**src/sv/gcg_pkg.sv**
```systemverilog
// Shared types and constants for the Gilbert curve coordinate generator.
`timescale 1ns / 1ps
package gcg_pkg;

   localparam int unsigned SIDE_W = 13;   // width of one side register
   localparam int unsigned CRD_W  = 12;   // width of an emitted coordinate
   localparam int unsigned VEC_W  = 14;   // signed vector component width
   localparam int unsigned POS_W  = 14;   // signed position width
   localparam int unsigned MAX_SIDE = 4096; // largest side after clamping

   localparam logic CSR_WIDTH  = 1'b0;
   localparam logic CSR_HEIGHT = 1'b1;

   typedef enum logic [6:0] {
      ST_IDLE   = 7'b0000001,
      ST_START  = 7'b0000010,
      ST_READ   = 7'b0000100,
      ST_WAIT   = 7'b0001000,
      ST_EVAL   = 7'b0010000,
      ST_EMIT   = 7'b0100000,
      ST_OUT    = 7'b1000000
   } state_type;

   // commands from the controller to the datapath
   typedef struct packed {
      logic start;     // load the root frame
      logic rd;        // read the top frame
      logic eval;      // act on the top frame
      logic emit;      // capture a pixel and advance the run
      logic blank;     // capture an empty result
   } cmd_type;

   // status from the datapath to the controller
   typedef struct packed {
      logic run_busy;  // a run is loaded
      logic stk_empty; // no frame on the stack
   } sts_type;

endpackage

```
**src/sv/gcg_datapath.sv**
```systemverilog
// Frame stack, split arithmetic, run counter and output register.
`timescale 1ns / 1ps
module gcg_datapath #(
   parameter int unsigned STACK_DEPTH = 32
) (
   input  logic                        clock,
   input  logic                        reset,
   input  gcg_pkg::cmd_type            cmd,
   output gcg_pkg::sts_type            sts,
   input  logic [gcg_pkg::SIDE_W-1:0]  width_val,
   input  logic [gcg_pkg::SIDE_W-1:0]  height_val,
   output logic [gcg_pkg::CRD_W-1:0]   coord_x,
   output logic [gcg_pkg::CRD_W-1:0]   coord_y,
   output logic                        is_last,
   output logic                        valid_res
);
   import gcg_pkg::*;

   localparam int unsigned SP_W = $clog2(STACK_DEPTH + 1);
   localparam int unsigned IX_W = $clog2(STACK_DEPTH);
   localparam int unsigned FR_W = 2 * POS_W + 4 * VEC_W;

   typedef logic signed [VEC_W-1:0] vec_type;

   // frame memory: origin, vectors; phase kept beside it
   logic [FR_W-1:0] mem [STACK_DEPTH];
   logic [1:0]      phase_mem [STACK_DEPTH];
   logic [FR_W-1:0] frame_ff;
   logic [1:0]      phase_ff;

   logic [SP_W-1:0] sp_ff, sp_in;
   logic signed [POS_W-1:0] px_ff, py_ff, px_in, py_in;
   logic signed [1:0] sx_ff, sy_ff, sx_in, sy_in;
   logic [SIDE_W-1:0] rem_ff, rem_in;
   logic [CRD_W-1:0] ox_ff, oy_ff;
   logic ol_ff, ov_ff;

   logic            wr_en;
   logic [IX_W-1:0] wr_idx;
   logic [FR_W-1:0] wr_data;
   logic            ph_en;
   logic [IX_W-1:0] ph_idx;
   logic [1:0]      ph_data;

   logic phase_zero_en;
   logic [STACK_DEPTH-1:0] fresh_ff, fresh_in;

   logic [IX_W-1:0] top_idx;
   assign top_idx = IX_W'(sp_ff - SP_W'(1));

   always_ff @(posedge clock) begin
      if (wr_en) begin
         mem[wr_idx] <= wr_data;
      end
      if (ph_en) begin
         phase_mem[ph_idx] <= ph_data;
      end
      if (cmd.rd) begin
         frame_ff <= mem[top_idx];
         phase_ff <= fresh_ff[top_idx] ? 2'd0 : phase_mem[top_idx];
      end
   end

   // unpack the top frame
   vec_type fx, fy, ax, ay, bx, by;
   assign {fx, fy, ax, ay, bx, by} = frame_ff;

   function automatic vec_type mag(input vec_type v);
      mag = v[VEC_W-1] ? -v : v;
   endfunction
   function automatic vec_type sgn(input vec_type v);
      sgn = v[VEC_W-1] ? -vec_type'(1) : ((v != '0) ? vec_type'(1) : '0);
   endfunction
   function automatic vec_type half(input vec_type v);
      half = (v + vec_type'(v[VEC_W-1])) >>> 1;
   endfunction

   vec_type w, h, dax, day, dbx, dby, ax2, ay2, bx2, by2, w2, h2;
   vec_type cx, cy, cax, cay, cbx, cby;
   logic two_way, leaf, split_done;
   logic [1:0] nsub, k;
   logic [VEC_W+1:0] w_x2, h_x3;

   always_comb begin
      w   = mag(ax + ay);
      h   = mag(bx + by);
      dax = sgn(ax); day = sgn(ay); dbx = sgn(bx); dby = sgn(by);
      ax2 = half(ax); ay2 = half(ay); bx2 = half(bx); by2 = half(by);
      w2  = mag(ax2 + ay2);
      h2  = mag(bx2 + by2);
      w_x2 = (VEC_W+2)'({w, 1'b0});
      h_x3 = (VEC_W+2)'({h, 1'b0}) + (VEC_W+2)'(h);
      two_way = w_x2 > h_x3;
      leaf = (phase_ff == 2'd0) && (w <= vec_type'(1) || h <= vec_type'(1));
      nsub = two_way ? 2'd2 : 2'd3;
      k = phase_ff;
      cx = fx; cy = fy; cax = '0; cay = '0; cbx = '0; cby = '0;
      if (two_way) begin
         if (w2[0] && w > vec_type'(2)) begin
            ax2 = ax2 + dax; ay2 = ay2 + day;
         end
         if (k == 2'd0) begin
            cax = ax2; cay = ay2; cbx = bx; cby = by;
         end else begin
            cx = fx + ax2; cy = fy + ay2;
            cax = ax - ax2; cay = ay - ay2; cbx = bx; cby = by;
         end
      end else begin
         if (h2[0] && h > vec_type'(2)) begin
            bx2 = bx2 + dbx; by2 = by2 + dby;
         end
         if (k == 2'd0) begin
            cax = bx2; cay = by2; cbx = ax2; cby = ay2;
         end else if (k == 2'd1) begin
            cx = fx + bx2; cy = fy + by2;
            cax = ax; cay = ay; cbx = bx - bx2; cby = by - by2;
         end else begin
            cx = fx + (ax - dax) + (bx2 - dbx);
            cy = fy + (ay - day) + (by2 - dby);
            cax = -bx2; cay = -by2; cbx = -(ax - ax2); cby = -(ay - ay2);
         end
      end
      split_done = k >= nsub;
   end

   logic [SIDE_W-1:0] cw, ch;
   always_comb begin
      cw = (width_val == '0) ? SIDE_W'(1) :
           (width_val > SIDE_W'(MAX_SIDE)) ? SIDE_W'(MAX_SIDE) : width_val;
      ch = (height_val == '0) ? SIDE_W'(1) :
           (height_val > SIDE_W'(MAX_SIDE)) ? SIDE_W'(MAX_SIDE) : height_val;
   end

   always_comb begin
      sp_in = sp_ff; px_in = px_ff; py_in = py_ff;
      sx_in = sx_ff; sy_in = sy_ff; rem_in = rem_ff;
      wr_en = 1'b0; wr_idx = IX_W'(sp_ff); wr_data = '0;
      ph_en = 1'b0; ph_idx = top_idx; ph_data = '0;
      if (cmd.start) begin
         wr_en = 1'b1; wr_idx = '0;
         ph_en = 1'b1; ph_idx = '0;
         rem_in = '0;
         sp_in = SP_W'(1);
         if (cw >= ch) begin
            wr_data = {POS_W'(0), POS_W'(0), VEC_W'(cw), VEC_W'(0), VEC_W'(0), VEC_W'(ch)};
         end else begin
            wr_data = {POS_W'(0), POS_W'(0), VEC_W'(0), VEC_W'(ch), VEC_W'(cw), VEC_W'(0)};
         end
      end else if (cmd.eval) begin
         if (leaf) begin
            px_in = fx; py_in = fy;
            sp_in = sp_ff - SP_W'(1);
            if (w == '0 || h == '0) begin
               rem_in = '0;
            end else if (h == vec_type'(1)) begin
               sx_in = 2'(sgn(ax)); sy_in = 2'(sgn(ay));
               rem_in = SIDE_W'(w);
            end else begin
               sx_in = 2'(sgn(bx)); sy_in = 2'(sgn(by));
               rem_in = SIDE_W'(h);
            end
         end else if (split_done) begin
            sp_in = sp_ff - SP_W'(1);
         end else begin
            ph_en = 1'b1; ph_data = k + 2'd1;
            if (sp_ff < SP_W'(STACK_DEPTH)) begin
               wr_en = 1'b1;
               wr_data = {cx, cy, cax, cay, cbx, cby};
               sp_in = sp_ff + SP_W'(1);
            end
         end
      end else if (cmd.emit) begin
         px_in = px_ff + POS_W'(sx_ff);
         py_in = py_ff + POS_W'(sy_ff);
         rem_in = rem_ff - SIDE_W'(1);
      end
      // a push marks the new slot fresh so it reads as phase zero; the parent's bump uses ph port
      if (wr_en && !cmd.start) begin
         phase_zero_en = 1'b1;
      end else begin
         phase_zero_en = 1'b0;
      end
   end

   // a freshly pushed frame has phase zero; track that with a per-slot flag
   always_comb begin
      fresh_in = fresh_ff;
      if (ph_en) begin
         fresh_in[ph_idx] = cmd.start;
      end
      if (phase_zero_en) begin
         fresh_in[wr_idx] = 1'b1;
      end
   end

   always_ff @(posedge clock) begin
      if (reset) begin
         sp_ff    <= '0;
         rem_ff   <= '0;
         ov_ff    <= 1'b0;
         fresh_ff <= '0;
      end else begin
         sp_ff    <= sp_in;
         rem_ff   <= rem_in;
         fresh_ff <= fresh_in;
         if (cmd.emit) begin
            ov_ff <= 1'b1;
         end else if (cmd.blank) begin
            ov_ff <= 1'b0;
         end
      end
   end

   always_ff @(posedge clock) begin
      px_ff <= px_in; py_ff <= py_in;
      sx_ff <= sx_in; sy_ff <= sy_in;
      if (cmd.emit) begin
         ox_ff <= CRD_W'(px_ff);
         oy_ff <= CRD_W'(py_ff);
      end else if (cmd.blank) begin
         ox_ff <= '0;
         oy_ff <= '0;
      end
   end

   // is_last is known only after the stack is resolved; set once a pixel leaves no run and no frame
   always_ff @(posedge clock) begin
      if (reset) begin
         ol_ff <= 1'b0;
      end else if (cmd.emit || cmd.blank) begin
         ol_ff <= 1'b0;
      end else if (ov_ff && rem_ff == '0 && sp_ff == '0) begin
         ol_ff <= 1'b1;
      end
   end

   assign sts.run_busy  = rem_ff != '0;
   assign sts.stk_empty = sp_ff == '0;
   assign coord_x   = ox_ff;
   assign coord_y   = oy_ff;
   assign is_last   = ol_ff;
   assign valid_res = ov_ff;

`ifndef SYNTHESIS
   a_sp_bound: assert property (@(posedge clock) disable iff (reset)
      sp_ff <= SP_W'(STACK_DEPTH)) else $error("stack pointer overflow");
   a_emit_run: assert property (@(posedge clock) disable iff (reset)
      cmd.emit |-> rem_ff != '0) else $error("emit without a run");
   a_eval_stack: assert property (@(posedge clock) disable iff (reset)
      cmd.eval |-> sp_ff != '0) else $error("evaluate on empty stack");
`endif
endmodule

```
**src/sv/gcg_control.sv**
```systemverilog
// Sequencer: restarts, stack resolution and result handshake.
`timescale 1ns / 1ps
module gcg_control (
   input  logic              clock,
   input  logic              reset,
   input  logic              req_valid,
   output logic              req_ready,
   input  logic              req_restart,
   output logic              rsp_valid,
   input  logic              rsp_ready,
   output gcg_pkg::cmd_type  cmd,
   input  gcg_pkg::sts_type  sts
);
   import gcg_pkg::*;

   state_type state_ff, state_in;
   logic emitting_ff, emitting_in;  // resolving after a pixel, not before

   always_comb begin
      state_in = state_ff;
      emitting_in = emitting_ff;
      cmd = '0;
      req_ready = 1'b0;
      rsp_valid = 1'b0;
      unique case (state_ff)
         ST_IDLE: begin
            req_ready = 1'b1;
            if (req_valid) begin
               if (req_restart) begin
                  state_in = ST_START;
               end else if (sts.run_busy) begin
                  state_in = ST_EMIT;
               end else begin
                  cmd.blank = 1'b1;
                  state_in = ST_OUT;
               end
            end
         end
         ST_START: begin
            cmd.start = 1'b1;
            emitting_in = 1'b0;
            state_in = ST_READ;
         end
         ST_READ: begin
            if (sts.run_busy) begin
               state_in = emitting_ff ? ST_OUT : ST_EMIT;
            end else if (sts.stk_empty) begin
               if (emitting_ff) begin
                  state_in = ST_OUT;
               end else begin
                  cmd.blank = 1'b1;
                  state_in = ST_OUT;
               end
            end else begin
               cmd.rd = 1'b1;
               state_in = ST_WAIT;
            end
         end
         ST_WAIT: begin
            state_in = ST_EVAL;
         end
         ST_EVAL: begin
            cmd.eval = 1'b1;
            state_in = ST_READ;
         end
         ST_EMIT: begin
            cmd.emit = 1'b1;
            emitting_in = 1'b1;
            state_in = ST_READ;
         end
         ST_OUT: begin
            rsp_valid = 1'b1;
            if (rsp_ready) begin
               state_in = ST_IDLE;
            end
         end
         default: state_in = ST_IDLE;
      endcase
   end

   always_ff @(posedge clock) begin
      if (reset) begin
         state_ff    <= ST_IDLE;
         emitting_ff <= 1'b0;
      end else begin
         state_ff    <= state_in;
         emitting_ff <= emitting_in;
      end
   end

`ifndef SYNTHESIS
   a_onehot: assert property (@(posedge clock) disable iff (reset)
      $onehot(state_ff)) else $error("state not one-hot");
   a_one_cmd: assert property (@(posedge clock) disable iff (reset)
      $onehot0({cmd.start, cmd.rd, cmd.eval, cmd.emit, cmd.blank}))
      else $error("conflicting commands");
   a_out_after: assert property (@(posedge clock) disable iff (reset)
      (rsp_valid && rsp_ready) |=> state_ff == ST_IDLE)
      else $error("result not retired");
`endif
endmodule

```
**src/sv/gilbert_curve_coordinate_generator.sv**
```systemverilog
// Top level of the Gilbert curve coordinate generator.
`timescale 1ns / 1ps
// Usage
//   Write width (index 0) and height (index 1) through the csr_ port while
//   idle; they take effect at the next restart and are clamped to
//   [1, MAX_SIDE]. Each word on the req_ channel yields one word on the
//   rsp_ channel: req_restart=1 begins a new walk and returns its first
//   pixel, req_restart=0 returns the next pixel. Once the walk is over,
//   rsp_valid_res is 0 and the coordinates are 0; rsp_is_last marks the
//   final pixel.
// Sequence
//   A pixel inside a run passes the EMIT and READ states before rsp_valid
//   rises in OUT. When a run ends, the frame stack is worked one frame at a
//   time through READ, WAIT (memory read) and EVAL, for each frame visited;
//   a restart first passes START and works the frames on the way down from
//   the root. An empty result goes from IDLE straight to OUT. One word is in
//   flight: a new req_ word is taken only in IDLE.
// Reset and stall
//   Reset empties the stack and ends any walk. A stalled rsp_ holds the
//   result and the block takes no new req_ word until it is taken.
module gilbert_curve_coordinate_generator #(
   parameter int unsigned STACK_DEPTH = 32
) (
   input  logic                        clock,
   input  logic                        reset,
   input  logic                        req_valid,
   output logic                        req_ready,
   input  logic                        req_restart,
   output logic                        rsp_valid,
   input  logic                        rsp_ready,
   output logic [gcg_pkg::CRD_W-1:0]   rsp_coord_x,
   output logic [gcg_pkg::CRD_W-1:0]   rsp_coord_y,
   output logic                        rsp_is_last,
   output logic                        rsp_valid_res,
   input  logic                        csr_write,
   input  logic                        csr_index,
   input  logic [gcg_pkg::SIDE_W-1:0]  csr_data
);
   import gcg_pkg::*;

   logic [SIDE_W-1:0] width_ff, height_ff;
   cmd_type cmd;
   sts_type sts;

   always_ff @(posedge clock) begin
      if (reset) begin
         width_ff  <= SIDE_W'(1);
         height_ff <= SIDE_W'(1);
      end else if (csr_write) begin
         unique case (csr_index)
            CSR_WIDTH:  width_ff  <= csr_data;
            CSR_HEIGHT: height_ff <= csr_data;
            default: ;
         endcase
      end
   end

   gcg_control u_ctrl (
      .clock, .reset, .req_valid, .req_ready, .req_restart,
      .rsp_valid, .rsp_ready, .cmd, .sts
   );

   gcg_datapath #(.STACK_DEPTH(STACK_DEPTH)) u_dp (
      .clock, .reset, .cmd, .sts,
      .width_val(width_ff), .height_val(height_ff),
      .coord_x(rsp_coord_x), .coord_y(rsp_coord_y),
      .is_last(rsp_is_last), .valid_res(rsp_valid_res)
   );
endmodule

```
**config.mk**
```make
export PLATFORM = sky130hd
export DESIGN_NAME = gilbert_curve_coordinate_generator
export DESIGN_NICKNAME = d
export VERILOG_FILES = /design/src/sv/gcg_pkg.sv /design/src/sv/gcg_datapath.sv /design/src/sv/gcg_control.sv /design/src/sv/gilbert_curve_coordinate_generator.sv
export SDC_FILE = /design/constraint.sdc
export NUM_CORES = 2
export LEC_CHECK = 0
export BUFFER_PORTS_ARGS = -buffer_cell sky130_fd_sc_hd__buf_2
export CAP_MARGIN = 20
export CORE_ASPECT_RATIO = 1.75
export CORE_UTILIZATION = 61
export CTS_BUF_LIST = sky130_fd_sc_hd__clkbuf_4 sky130_fd_sc_hd__clkbuf_8
export DETAILED_ROUTE_END_ITERATION = 10
export GPL_TIMING_DRIVEN = 0
export PLACE_DENSITY = 0.75
export SLEW_MARGIN = 25
export SYNTH_ARGS = -nofsm -noshare
export SYNTH_HDL_FRONTEND = slang
export SYNTH_SLANG_ARGS = --single-unit
```
**constraint.sdc**
```tcl
create_clock -name clock -period 22 [get_ports clock]
set_input_delay 4.4 -clock clock [delete_from_list [all_inputs] [get_ports clock]]
set_output_delay 4.4 -clock clock [all_outputs]
set_load 0.02 [all_outputs]
```
-- Yosys cells after proc, flatten, opt, wreduce, memory -nomap -nowiden
Memory sizes are Yosys's and may differ from the RTL's. A register that Yosys moved wholly into a read port is not among the register bits.
Cells that the tools add are included.
- add/subtract/negate cells: 45
- order comparisons: 15
- equality and inequality tests: 12
- mux-type cells: 129
- bitwise operators: 4
- reduce and logical (&&, ||, !) cells: 41
- operator list (kind ; number):
    $mux 14 ; 42
    $mux 84 ; 5
    $add 14x14->14 ; 10
    $mux 13 ; 9
    $sub 14x14->14 ; 8
    $neg 14->14 ; 6
    $mux 32 ; 2
    $add 13x14->14 ; 4
    $add 14x1->14 ; 4
    $reduce_bool 14->1 ; 4
    $mux 55 ; 1
    $mux 7 ; 7
    $mux 1 ; 42
    $logic_not 13->1 ; 3
    $mux 12 ; 3
    $pmux 7 s5 ; 1
    $bwmux 32 ; 1
    $or 32x32->32 ; 1
    $add 13x13->14 ; 2
    $add 14x2->14 ; 2
    $gt 14x3->1 const B ; 2
    $le 14x2->1 const B ; 2
    $logic_not 14->1 ; 2
    $sub 14x13->14 ; 2
    other kinds (45) ; 81
- flip-flop bits (word level): 143
- RAM bits: 2752
- input bits: 20
- word-level logic and storage cells: 264
- memories kept: 2
- memories (name ; depth ; width ; rd ports ; clocked after Yosys merged registers in ; wr ports ; RTL line ; source):
    u_dp.mem ; 32 ; 84 ; 1 ; 1 ; 1 ; gcg_datapath.sv:26 ; logic [FR_W-1:0] mem [STACK_DEPTH];
    u_dp.phase_mem ; 32 ; 2 ; 1 ; 1 ; 1 ; gcg_datapath.sv:27 ; logic [1:0] phase_mem [STACK_DEPTH];

-- Longest topological paths before layout
- depth after elaboration: 17
- mapped depth: 47
- mapped depth without buffers: 44

-- By module
From an unflattened synthesis, not the netlist that was laid out.
- cell total of the unflattened synthesis: 7414
- area total of the unflattened synthesis: 128894.9 µm²
- modules (own cells, without submodules) (module ; instances ; cells each ; area each (µm²) ; sequential area each (µm²)):
    gcg_datapath ; 1 ; 7248 ; 127232.0 ; 83880.4
    gilbert_curve_coordinate_generator ; 1 ; 101 ; 1102.3 ; 520.5
    gcg_control ; 1 ; 65 ; 560.5 ; 160.2

-- Least setup slack after synthesis
No wires, ideal clock.
- kind: register -> register
- start: register u_dp.frame_ff[13] (read register of u_dp.mem)
- end: memory u_dp.mem[10][0] (netlist bit), enable pin
- library setup time: 0.519 ns
- arrival: 11.025 ns
- data required time: 21.481 ns
- slack: 10.457 ns
- cell stages (with the launch flop): 40
- buffers on the path: 5
- path through: edfxtp_1 -> clkbuf_1 -> xor2_1 -> a31o_1 -> and2_1 -> clkbuf_1 -> nor2_1 -> xnor2_1 -> ha_1 -> a21o_1 -> a21oi_1 -> o21ai_0 -> a21oi_1 -> o21bai_1 -> a21oi_1 -> nor2b_1 -> o21ai_0 -> nand2_1 -> (+4 left out) -> a21oi_1 -> nor2b_1 -> o21ai_0 -> nand2b_1 -> a221oi_1 -> a21oi_1 -> inv_2 -> clkbuf_1 -> clkbuf_1 -> ha_1 -> inv_1 -> a21oi_1 -> or3_1 -> o31a_1 -> buf_2 -> nor2_1 -> nand2_1 -> nor2_1
- longest elaborated chain between the ends: 13
- elaborated cells on any way between the ends: 16
- RTL lines (what ; RTL line ; source):
    from (decl) ; gcg_datapath.sv:28 ; logic [FR_W-1:0] frame_ff;
    $add 14x14->14 (*) ; gcg_datapath.sv:86 ; h = mag(bx + by);
    $neg 14->14 ; gcg_datapath.sv:69 ; mag = v[VEC_W-1] ? -v : v;
    $mux 14 (*) ; gcg_datapath.sv:69 ;
    $add 15x16->16 ; gcg_datapath.sv:92 ; h_x3 = (VEC_W+2)'({h, 1'b0}) + (VEC_W+2)'(h);
    $gt 15x16->1 ; gcg_datapath.sv:93 ; two_way = w_x2 > h_x3;
    $mux 1 ; gcg_datapath.sv:95 ; nsub = two_way ? 2'd2 : 2'd3;
    $ge 2x2->1 ; gcg_datapath.sv:123 ; split_done = k >= nsub;
    $mux 1 ; gcg_datapath.sv:162 ; end else if (split_done) begin
    $mux 1 (*) ; gcg_datapath.sv:150 ; if (leaf) begin
    $mux 1 (*) ; gcg_datapath.sv:149 ; end else if (cmd.eval) begin
    $mux 1 (*) ; gcg_datapath.sv:139 ; if (cmd.start) begin
    $mux 1 (*) ; gcg_datapath.sv:52 ; if (wr_en) begin
    $mux 1 (implied by the code) (*) ; gcg_datapath.sv:53 ; mem[wr_idx] <= wr_data;
    to (decl) ; gcg_datapath.sv:26 ;
Mark *: on every way between the ends. The rest lies on a longest branch, timed or not.

-- Worst setup path in the final report
- start: register u_dp.frame_ff[15] (read register of u_dp.mem)
- end: memory u_dp.mem[27][67] (netlist bit), data pin
- longest elaborated chain between the ends: 17
- elaborated cells on any way between the ends: 29
- RTL lines (what ; RTL line ; source):
    $add 14x14->14 or $add 14x1->14 (tied branches) ; gcg_datapath.sv:86, gcg_datapath.sv:75 ;
    $neg 14->14 or $add 13x13->14 (tied branches) ; gcg_datapath.sv:69, gcg_datapath.sv:90 ;
    $mux 14 or $neg 1->1 (tied branches) ; gcg_datapath.sv:69 ;
    $gt 14x3->1 or $mux 1 (tied branches) ; gcg_datapath.sv:109, gcg_datapath.sv:69 ;
    $logic_and 1x1->1 ; gcg_datapath.sv:109 ; if (h2[0] && h > vec_type'(2)) begin
    $mux 14 ; gcg_datapath.sv:109 ;
    $mux 14 ; gcg_datapath.sv:98 ; if (two_way) begin
    $sub 14x14->14 ; gcg_datapath.sv:119 ; cy = fy + (ay - day) + (by2 - dby);
    (+2 left out) ; -- ;
    $mux 14 ; gcg_datapath.sv:112 ; if (k == 2'd0) begin
    $mux 14 ; gcg_datapath.sv:98 ;
    $mux 84 ; gcg_datapath.sv:166 ; if (sp_ff < SP_W'(STACK_DEPTH)) begin
    $mux 84 ; gcg_datapath.sv:162 ;
    $mux 84 (*) ; gcg_datapath.sv:150 ;
    $mux 84 (*) ; gcg_datapath.sv:149 ;
    $mux 84 (*) ; gcg_datapath.sv:139 ;
    via u_dp.wr_data[67] ; gcg_datapath.sv:40 ; logic [FR_W-1:0] wr_data;
Mark *: on every way through the listed nets, which the timed path passes. The rest lies on a longest branch. The select of a mux whose other input is x is not followed.

==> results_dict.tcl <==
set metrics [dict create \
    max-cap-violations 0 \
    leakagePower_nw 47.98 \
    hold_viol_final 0 \
    place.gp.congestion 1.080 \
    power_frac_comb 0.039 \
    dp.cells 10411 \
    cts_max_path_buffers 4 \
    swShare 0.2160 \
    first_pass_iters 6 \
    die_width_microns 348.8 \
    via_per_inst 6.877 \
    ys_top_cells_by_count "edfxtp_1, mux4_2, inv_1, a21oi_1, ha_1" \
    grt_use_met2 0.6718 \
    top_usage_layer "met2" \
    io_pins 48 \
    p_per_area_nw_per_um2 71.58 \
    worstHoldStart "height_ff[10]$_SDFFE_PP0P_" \
    holdWs_ns 0.4843 \
    wl_per_cell_microns 37.86 \
    yosysSeqAreaShare 0.6585 \
    drive_above_1_share 0.2462 \
    grt_first_pass_wirelength_microns 577800 \
    required_ns 22.77 \
    min_period_ns 13.31 \
    cpMostUsedCell "a21oi_1" \
    r2r_slack_ns 8.69 \
    routed_wl_microns 421500 \
    antenna_found_initial 31 \
    syn_nets 7881 \
    whs_path_depth 2 \
    htree_num_levels 5 \
    internal_power_mw 8.059 \
    crit_fanout 32 \
    die_y_microns 609.0 \
    yosysMostFrequentCell "edfxtp_1" \
    crit-reg2reg-launch "u_dp.frame_ff[15]$_DFFE_PP_" \
    seqPwrFrac 0.572 \
    synth_area_per_cell_sq_um 17.30 \
    critPathSlowestCell "edfxtp_1" \
    port_buffers 47 \
    grt_use_met3 0.08389 \
    arrival_ns 14.08 \
    met1_usage 0.4494 \
    drt_iter0_markers 8938 \
    min_to "height_ff[10]$_SDFFE_PP0P_" \
    hp-class "reg -> reg" \
    clockPowerShare 0.389 \
    r2r_end "u_dp.mem[27][67]$_DFFE_PP_" \
    die_area_sq_um 212400 \
    path_buf_inv 7 \
    clk_transition_reported_paths_ns 0.08 \
    overflow 0 \
    grt_start_max_net_pins 47 \
    synth_edf_count 2758 \
    synth_flop_cell "edfxtp_1" \
    switchingPower_mw 2.220 \
    cpLargestDelayFamily "compound AO/OA/AOI/OAI gates" \
    first_global_vias 77719 \
    postCtsResizedCells 0 \
    synth_top_area_frac 0.6449 \
    final_cells 11133 \
    clock_sinks 2845 \
    synthArstFlopShare 0 \
    fin_nets 8456 \
    rsz0062_at_grt "no" \
    ir_drop_uv 77.76 \
    dpl.hpwl_microns 289600 \
    max-slew-margin-rel 0.1852 \
    drc 0 \
    fin_crit_sh 0.6051 \
    finClkSkew_ns 0.1398 \
    slowest_delay_ns 0.92 \
    yosys.area.top_type "edfxtp_1" \
    syn2layout_area_growth_pct 11.83 \
    cp-end-kind "register" \
    cts_hold_buf 0 \
    cts_buffers 383 \
    vias 76559 \
    tightest_slew_ns 1.188 \
    synth.area.top_cells "edfxtp_1, mux4_2, ha_1, a21oi_1, dfxtp_1" \
    post-cts-setup-buffers 0 \
    ys_seq_elements 2845 \
    path_class "reg -> reg" \
    drv_slew 0 \
    r2r_cells 44 \
    setup_viol 0 \
    cts_tree "done" \
    core_area_sq_um 209200 \
    ys_warn_count 0 \
    syn_inst 7421 \
    initial_core_util 0.6140 \
    cp-start-kind "register" \
    cts_root_buf "clkbuf_8" \
    synth_area_sq_um 128400 \
    clock_latency_ns 1.06 \
    status "finished clean" \
    ys_types 111 \
    fmax_ghz 0.07512 \
    rows 222 \
    finalSetupTns_ns 0 \
    power.total_mw 10.28 \
    drtAntennaViolNets 0 \
    grt.total_usage 0.4005 \
]
[cells in the final DEF, fill, tap and decap left out, types with 60 or more instances in the layout]
| cell type | n |
|---|---|
| edfxtp_1 | 2758 |
| mux4_2 | 832 |
| clkbuf_8 | 387 |
| inv_1 | 366 |
| a21oi_1 | 354 |
| ha_1 | 353 |
| nand2_1 | 283 |
| nor2_1 | 272 |
| o21ai_0 | 217 |
| xnor2_1 | 187 |
| clkbuf_1 | 170 |
| clkbuf_4 | 114 |
| buf_2 | 101 |
| nor3_1 | 98 |
| mux2_2 | 96 |
| clkinv_1 | 90 |
| fa_1 | 87 |
| dfxtp_1 | 87 |
| a21o_1 | 86 |
| xor2_1 | 66 |
| clkinv_2 | 60 |
[worst max-delay path by stage]
stage	end	from	cells after the start	slack (ns)
finish	u_dp.mem[27][67]$_DFFE_PP_	u_dp.frame_ff[15]$_DFFE_PP_	44	8.69
global route	u_dp.mem[27][67]$_DFFE_PP_	u_dp.frame_ff[15]$_DFFE_PP_	44	8.16
CTS	u_dp.mem[27][67]$_DFFE_PP_	u_dp.frame_ff[15]$_DFFE_PP_	44	8.68
detailed placement	u_dp.mem[20][67]$_DFFE_PP_	u_dp.frame_ff[15]$_DFFE_PP_	44	8.82
global placement	u_dp.mem[10][30]$_DFFE_PP_	u_dp.frame_ff[13]$_DFFE_PP_	40	0.87
floorplan	u_dp.mem[10][0]$_DFFE_PP_	u_dp.frame_ff[13]$_DFFE_PP_	39	10.46
[through the flow]
| stage | worst slack, ns | area (sq um) | util |
|---|---|---|---|
| 2_1_floorplan | 10.46 | 128400 | - |
| 5_1_grt | 8.165 | 143500 | 0.6862 |
| 3_5_place_dp | 8.818 | 135900 | 0.6495 |
| 3_3_place_gp | 0.8741 | 132200 | 0.6318 |
| 6_report | 8.688 | 143600 | 0.6866 |
| 4_1_cts | 8.680 | 143400 | 0.6856 |
[power groups by stage]
stage	sequential, mW	combinational, mW	clock (mW)
floorplan	6.00	0.233	0
global route	5.88	0.411	4.22
global placement	6.00	0.375	0
CTS	5.88	0.395	4.01
detailed placement	5.99	0.394	0
finish	5.88	0.399	4.00
[registers in the layout, indices dropped and copies added (netlist names)]
name                count
u_dp.frame_ff          80
u_dp.is_last            1
u_ctrl.state_ff         7
u_dp.k                  2
u_dp.py_ff             12
u_dp.px_ff             12
height_ff              13
u_dp.sx_ff              2
u_dp.valid_res          1
u_ctrl.emitting_ff      1
u_dp.sp_ff              6
u_dp.sy_ff              2
u_dp.mem             2560
width_ff               13
u_dp.coord_x           12
u_dp.rem_ff            13
u_dp.phase_mem         64
u_dp.coord_y           12
u_dp.fresh_ff          32
[area by class of cell]
cell class / instances / area [sq um]
Clock buffer: 492 / 6115
Antenna cell: 40 / 100.1
Inverter: 404 / 1739
Tap cell: 2800 / 3503
Multi-Input combinational cell: 3846 / 41810
Sequential cell: 2845 / 84560
Timing Repair Buffer: 190 / 2922
Fill cell: 13294 / 65550
Buffer: 326 / 1428
Clock inverter: 190 / 1425
[worst min-delay path: cells and delay by family (launching register included)]
kind | cells | cell delay (ns)
AO/OA/AOI/OAI | 1 | 0.06
flip-flops | 1 | 0.32
AND/OR/NAND/NOR | 1 | 0.06
[kinds of logic after synthesis]
| logic type | count (synthesis) | synth area share |
|---|---|---|
| adders and majority gates | 441 | 0.04805 |
| AOI/OAI and AO/OA | 1107 | 0.05498 |
| and+or+nand+nor | 1046 | 0.03943 |
| muxes | 988 | 0.1592 |
| xor gates and xnor gates | 264 | 0.01812 |
| buffers and inverters | 730 | 0.02175 |
| DFF | 2845 | 0.6585 |
[routing by layer]
layer	share of wire	vias to the layer above	routed length, microns
met4	0.088	8	37090
li1	-	30897	-
met5	0.00014	-	57
met1	0.32	39177	135900
met2	0.50	4981	211600
met3	0.087	1496	36820
Note: power is estimated with default switching activity, not from simulation.
